===== src/rtl/ede_pkg.sv =====
// Shared types and constants for the edit distance engine.
// No dependencies; used by every file of the block.
`timescale 1ns / 1ps
`default_nettype none

package ede_pkg;

  // Longest source or target string
  localparam int MAX_LEN = 64;
  // Width of a cost value and of the length counters (holds 0..MAX_LEN)
  localparam int COST_W  = $clog2(MAX_LEN + 1);
  localparam int CHAR_W  = 8;
  localparam int DIST_W  = 7;
  localparam int DIST_MAX = 127;

  // Request codes carried in req_type
  typedef enum logic [1:0] {
    REQ_SOURCE = 2'd0,
    REQ_TARGET = 2'd1,
    REQ_FINISH = 2'd2
  } req_code_t;

  // Input item
  typedef struct packed {
    logic [1:0]        req_type;
    logic [CHAR_W-1:0] char_in;
  } ede_req_t;

  // Result item
  typedef struct packed {
    logic [DIST_W-1:0] distance;
    logic              error;
  } ede_res_t;

  // Data handed from one cell to the next along the row
  typedef struct packed {
    logic              valid;
    logic [CHAR_W-1:0] ch;
    logic [COST_W-1:0] new_cost;
    logic [COST_W-1:0] old_cost;
  } ede_link_t;

endpackage

`default_nettype wire


===== src/rtl/ede_cell.sv =====
// One cell of the distance row: holds one source byte and its column cost.
// Depends on ede_pkg for the link struct and widths.
`timescale 1ns / 1ps
`default_nettype none

module ede_cell (
  input  wire logic                      clk,
  input  wire logic                      rst,
  input  wire logic                      clr,
  input  wire logic [ede_pkg::COST_W-1:0] cell_idx,
  input  wire logic                      load_en,
  input  wire logic [ede_pkg::CHAR_W-1:0] load_char,
  input  wire ede_pkg::ede_link_t         link_in,
  output ede_pkg::ede_link_t              link_out,
  output logic [ede_pkg::COST_W-1:0]      cost
);

  logic                       active;
  logic [ede_pkg::CHAR_W-1:0] src_char;
  logic [ede_pkg::COST_W-1:0] cost_next;
  logic [ede_pkg::COST_W-1:0] min_ab;
  logic [ede_pkg::COST_W-1:0] min_abc;

  // Pick the cheapest of delete, insert and replace, or the diagonal cost on a match
  always_comb begin
    min_ab    = (cost < link_in.new_cost) ? cost : link_in.new_cost;
    min_abc   = (min_ab < link_in.old_cost) ? min_ab : link_in.old_cost;
    if (!active) begin
      // Past the end of the source: pass the last real cost straight on
      cost_next = link_in.new_cost;
    end else if (src_char == link_in.ch) begin
      cost_next = link_in.old_cost;
    end else begin
      cost_next = min_abc + ede_pkg::COST_W'(1);
    end
  end

  // Hold the source byte once loaded
  always_ff @(posedge clk) begin
    if (load_en) begin
      src_char <= load_char;
    end
  end

  // Update the cost as each target byte passes and hand it on
  always_ff @(posedge clk) begin
    link_out.ch       <= link_in.ch;
    link_out.new_cost <= cost_next;
    link_out.old_cost <= cost;
    if (rst || clr) begin
      active         <= 1'b0;
      cost           <= cell_idx;
      link_out.valid <= 1'b0;
    end else begin
      if (load_en) begin
        active <= 1'b1;
      end
      link_out.valid <= link_in.valid;
      if (link_in.valid) begin
        cost <= cost_next;
      end
    end
  end

endmodule

`default_nettype wire


===== config.mk =====
export PLATFORM = sky130hd
export DESIGN_NAME = ede_cell
export DESIGN_NICKNAME = d
export VERILOG_FILES = /design/src/rtl/ede_pkg.sv /design/src/rtl/ede_cell.sv
export SDC_FILE = /design/constraint.sdc
export NUM_CORES = 1
export LEC_CHECK = 0
export BUFFER_PORTS_ARGS = -buffer_cell sky130_fd_sc_hd__clkbuf_2
export CAP_MARGIN = 20
export CORE_ASPECT_RATIO = 1.5
export CORE_MARGIN = 1.5
export CORE_UTILIZATION = 51
export CTS_BUF_LIST = sky130_fd_sc_hd__clkbuf_16
export CTS_CLUSTER_DIAMETER = 100
export CTS_CLUSTER_SIZE = 28
export DETAILED_ROUTE_END_ITERATION = 12
export PLACE_DENSITY = 0.8
export SLEW_MARGIN = 20
export SYNTH_ARGS = -nofsm -noshare
export SYNTH_HDL_FRONTEND = slang
export SYNTH_SLANG_ARGS = --single-unit

===== constraint.sdc =====
create_clock -name clk -period 8 [get_ports clk]
set_clock_uncertainty 0.1 [all_clocks]
set_input_delay 1.6 -clock clk [delete_from_list [all_inputs] [get_ports clk]]
set_output_delay 1.6 -clock clk [all_outputs]
set_load 0.02 [all_outputs]

After elaboration in Yosys (flattened, before gate mapping)
Cells that the tools add are included.
{ "word_totals": {"register_bits": 39, "word_cells": 19, "out_inout_bits": 30} }
{ "op_classes": {"add_sub_neg": 1, "order_cmp": 2, "reduce_logical": 2, "mux": 6, "n_eq_ne": 1} }
{ "op_table": {"columns": ["op", "n"], "rows": [
  ["7-bit two-way mux", 6],
  ["7-bit less-than comparator", 2],
  ["8-bit equality test", 1],
  ["7-bit by 1-bit adder with 7-bit output (second input constant)", 1],
  ["2-bit nonzero test", 1],
  ["1-bit logical OR", 1]
]} }

Logic depth before layout (Yosys ltp)
{ "logic_depth": {"word_depth": 9, "ltp_mapped": 25, "depth_no_buf": 21} }

Worst setup path before layout
OpenSTA, ideal clock, no wires.
{ "synth_path": {"path_kind": "input port to flip-flop", "startpoint": "input link_in[9] (netlist bit)", "endpoint": "register cost[6] (netlist bit), data pin", "setup_slack_ps": 1856, "t_arrival_ps": 5913, "path_stages": 21, "setup_ps": 131, "cell_sequence": "inv_1 ha_1 a21o_1 a31oi_4 o21a_1 buf_4 mux2_2 ha_1 a21oi_1 o21ai_0 or2_1 o211a_1 buf_2 a21oi_1 ha_1 clkbuf_1 nand3_1 o311a_1 mux2_2 o32ai_2 mux2_1"} }
{ "synth_between": {"elab_chain_cells": 9} }
{ "synth_lines": {"columns": ["item", "line", "source"], "rows": [
  ["start, declared", "ede_cell.sv:13", "input wire ede_pkg::ede_link_t link_in,"],
  ["7-bit less-than comparator", "ede_cell.sv:26", "min_ab = (cost < link_in.new_cost) ? cost : link_in.new_cost;"],
  ["7-bit two-way mux *", "ede_cell.sv:26", null],
  ["7-bit less-than comparator", "ede_cell.sv:27", "min_abc = (min_ab < link_in.old_cost) ? min_ab : link_in.old_cost;"],
  ["7-bit two-way mux *", "ede_cell.sv:27", null],
  ["7-bit by 1-bit adder with 7-bit output *", "ede_cell.sv:34", "cost_next = min_abc + ede_pkg::COST_W'(1);"],
  ["7-bit two-way mux *", "ede_cell.sv:31", "end else if (src_char == link_in.ch) begin"],
  ["7-bit two-way mux *", "ede_cell.sv:28", "if (!active) begin"],
  ["via cost_next, one bit", "ede_cell.sv:20", "logic [ede_pkg::COST_W-1:0] cost_next;"],
  ["7-bit two-way mux *", "ede_cell.sv:59", "if (link_in.valid) begin"],
  ["7-bit two-way mux *", "ede_cell.sv:50", "if (rst || clr) begin"],
  ["end signal, assigned", "ede_cell.sv:52", "cost <= cell_idx;"],
  ["end signal, assigned", "ede_cell.sv:60", "cost <= cost_next;"],
  ["end, declared", "ede_cell.sv:15", "output logic [ede_pkg::COST_W-1:0] cost"]
]} }
Mark *: on every way through the listed nets, which the timed path passes. The rest lies on a longest branch. The select of a mux whose other input is x is not followed.
A chain may end at the register's enable or synchronous reset.

Worst setup path after layout
Ends and elaborated chain as after synthesis.

==> flow_metrics.env <==
export IMPL_slowest_stage="o21a_1"
export IMPL_ir_drop_uv=216
export IMPL_final_hold_violation_count=0
export IMPL_crit_path_end_kind="flop"
export IMPL_finalCritPeriodShare_pct=83.7
export IMPL_synth_edf_count=15
export IMPL_numCtsBuffers=5
export IMPL_syn_inst=237
export IMPL_crit_top_cell="ha_1"
export IMPL_clkSlewWorstSetupHoldPaths_ps=60
export IMPL_synth_seq_cells=39
export IMPL_synth_area_leader_cell="dfxtp_1"
export IMPL_synth_top_cell_area_share_pct=21.1
export IMPL_max_stage_delay_ps=510
export IMPL_clockBufferDepth=2
export IMPL_hp_class="reg2reg"
export IMPL_dp_hpwl_um=4640
export IMPL_finalMaxSlewViolations=0
export IMPL_htree_levels=2
export IMPL_grt_max_degree=18
export IMPL_async_flop_share_pct=0
export IMPL_clock_tree_root_cell="clkbuf_16"
export IMPL_wl_per_cell_um=17.6
export IMPL_critical_path_class="in2reg"
export IMPL_numPortBuffers=71
export IMPL_num_vias=2157
export IMPL_required_ps=8060
export IMPL_rsz0062_at_grt="no"
export IMPL_drive_above_1_share_pct=30.7
export IMPL_fin_tns_setup_ps=0
export IMPL_grt_overflow_total=0
export IMPL_max_slew_margin_pct=49.0
export IMPL_yosys_warnings=0
export IMPL_p_leak_nw=1.29
export IMPL_cts_hold_buf=0
export IMPL_die_h_um=84.8
export IMPL_clk_latency_ps=280
export IMPL_coreArea_um2=4250
export IMPL_outcome="completed"
export IMPL_first_pass_iters=5
export IMPL_tritoncts="built"
export IMPL_grt_pass1_vias=2132
export IMPL_post_route_util_pct=66.6
export IMPL_crit_fanout=14
export IMPL_fmax_mhz=149
export IMPL_vias_per_cell=6.08
export IMPL_syn_area_um2=2270
export IMPL_yosysMostFrequentCell="dfxtp_1"
export IMPL_synthFlopType="dfxtp_1"
export IMPL_die_x_um=57.5
export IMPL_worstPathArrival_ps=6750
export IMPL_fin_crit_ps=6690
export IMPL_remaining_drc_errors=0
export IMPL_synth_seq_area_share_pct=41.0
export IMPL_gp_congestion=0.983
export IMPL_synth_area_leaders="dfxtp_1 21%, edfxtp_1 20%, ha_1 7.2%"
export IMPL_synth_avg_cell_area_um2=9.59
export IMPL_drt_iter0_markers=96
export IMPL_grt_usage_pct=26.6
export IMPL_syn2layout_area_growth_pct=24.4
export IMPL_ys_types=53
export IMPL_syn_nets=292
export IMPL_fin_nets=363
export IMPL_synth_common_cells="24 x dfxtp_1, 20 x nand2_1, 18 x nor2_1"
export IMPL_post_cts_repair_setup_buffers=0
export IMPL_cp_buffers_inverters=2
export IMPL_std_cell_rows=29
export IMPL_numClockSinks=39
export IMPL_cap_violations=0
export IMPL_antennaDiodeCount=0
export IMPL_powerDensity_nw_per_um2=239
export IMPL_crit_chain="clkbuf_2, inv_1, ha_1, a21o_1, a31oi_4, o21a_1, mux2_2, ha_1, a21oi_1, o21ai_0, or2_1, o211a_1, a21oi_1, ha_1, nand3_1, o311a_1, mux2_2, o32ai_2, mux2_1"
export IMPL_grt_pass1_wl_um=9900
export IMPL_fillCellCount=361
export IMPL_routed_wl_um=6260
export IMPL_die_area_um2=4870
export IMPL_crit_path_start_kind="input port"
export IMPL_worst_slew_pin_slew_ps=763
export IMPL_io_pins=72
export IMPL_start_util_pct=53.5
export IMPL_cts_resized=0
export IMPL_antenna_found_initial=0
export IMPL_path_delay_family="compound AO/OA/AOI/OAI gates"
export IMPL_ant_nets=0
export IMPL_setup_violations=0
[placed cells by master (no fill, tap or decap), types with 5 or more instances in the layout]
cell       synthesis  final
clkbuf_2           0     71
dfxtp_1           24     24
nand2_1           20     20
nor2_1            18     18
inv_1             16     16
edfxtp_1          15     15
a21oi_1           14     14
ha_1              13     13
o21ai_0           10     10
nand3_1            9      9
xor2_1             8      8
mux2_2             7      7
mux2i_1            6      6
nor3_1             6      6
o21a_1             5      5
clkbuf_16          0      5
[path summary, 6_finish.rpt]
kind | start | end | slack [ps] | depth (start not counted)
worst min-delay path | cost[6] | link_out[6] | 370 | 0
worst max-delay path | link_in[9] | cost[6] | 1310 | 19
worst max register to register | cost[2] | cost[6] | 2290 | 17
worst min register to register | cost[6] | link_out[6] | 370 | 0
[power breakdown]
| group | internal (mW) | switching (mW) |
|---|---|---|
| Sequential | 0.225 | 0.0125 |
| Combinational | 0.0792 | 0.130 |
| Clock | 0.148 | 0.0818 |
[registers in the layout, indices dropped and copies added (netlist names)]
name      cells
active        1
cost          7
src_char      8
link_out     23
[cell type report]
type / count / area (um^2) / area share (%)
Sequential cell: 39 / 931 / 32.9
Clock inverter: 3 / 46.3 / 1.64
Multi-Input combinational cell: 174 / 1240 / 44.0
Tap cell: 46 / 57.6 / 2.04
Inverter: 16 / 60.1 / 2.12
Clock buffer: 5 / 125 / 4.42
Timing Repair Buffer: 72 / 363 / 12.8
[through the flow]
| stage | worst slack (ps) | instances | cell area [um^2] | power, mW | hold slack [ps] |
|---|---|---|---|---|---|
| after floorplan | 1860 | 237 | 2270 | 0.384 | 455 |
| after global placement | 1190 | 347 | 2660 | 0.443 | 361 |
| after global routing | 1020 | 355 | 2830 | 0.707 | 402 |
| final | 1310 | 355 | 2830 | 0.676 | 372 |
| after detailed placement | 1100 | 347 | 2660 | 0.445 | 361 |
| after CTS | 1350 | 355 | 2830 | 0.677 | 376 |
[per-layer routing]
layer,part of all wire (%),track usage (%)
met1,35,26.7
met2,52,47.3
met3,7.6,5.39
met4,5.8,18.2
met5,0,0
[worst register-to-register path, cell delays in order, from the launching register on]
cell	delay (ps)
edfxtp_1	490
ha_1	370
a21o_1	200
a31oi_4	220
o21a_1	510
mux2_2	440
ha_1	330
a21oi_1	210
o21ai_0	190
or2_1	340
o211a_1	400
a21oi_1	220
ha_1	360
nand3_1	160
o311a_1	300
mux2_2	280
o32ai_2	300
mux2_1	170
[logic make-up after synthesis]
logic type	after synthesis	synth area share (%)
AO/OA/AOI/OAI	62	20.9
XOR/XNOR	8	3.08
adder cells (fa/ha/maj)	13	7.16
buffers and inverters	24	4.24
flip-flops	39	41.0
multiplexers	14	6.61
AND/OR/NAND/NOR	77	17.1
Note: power is estimated with default switching activity, not from simulation.
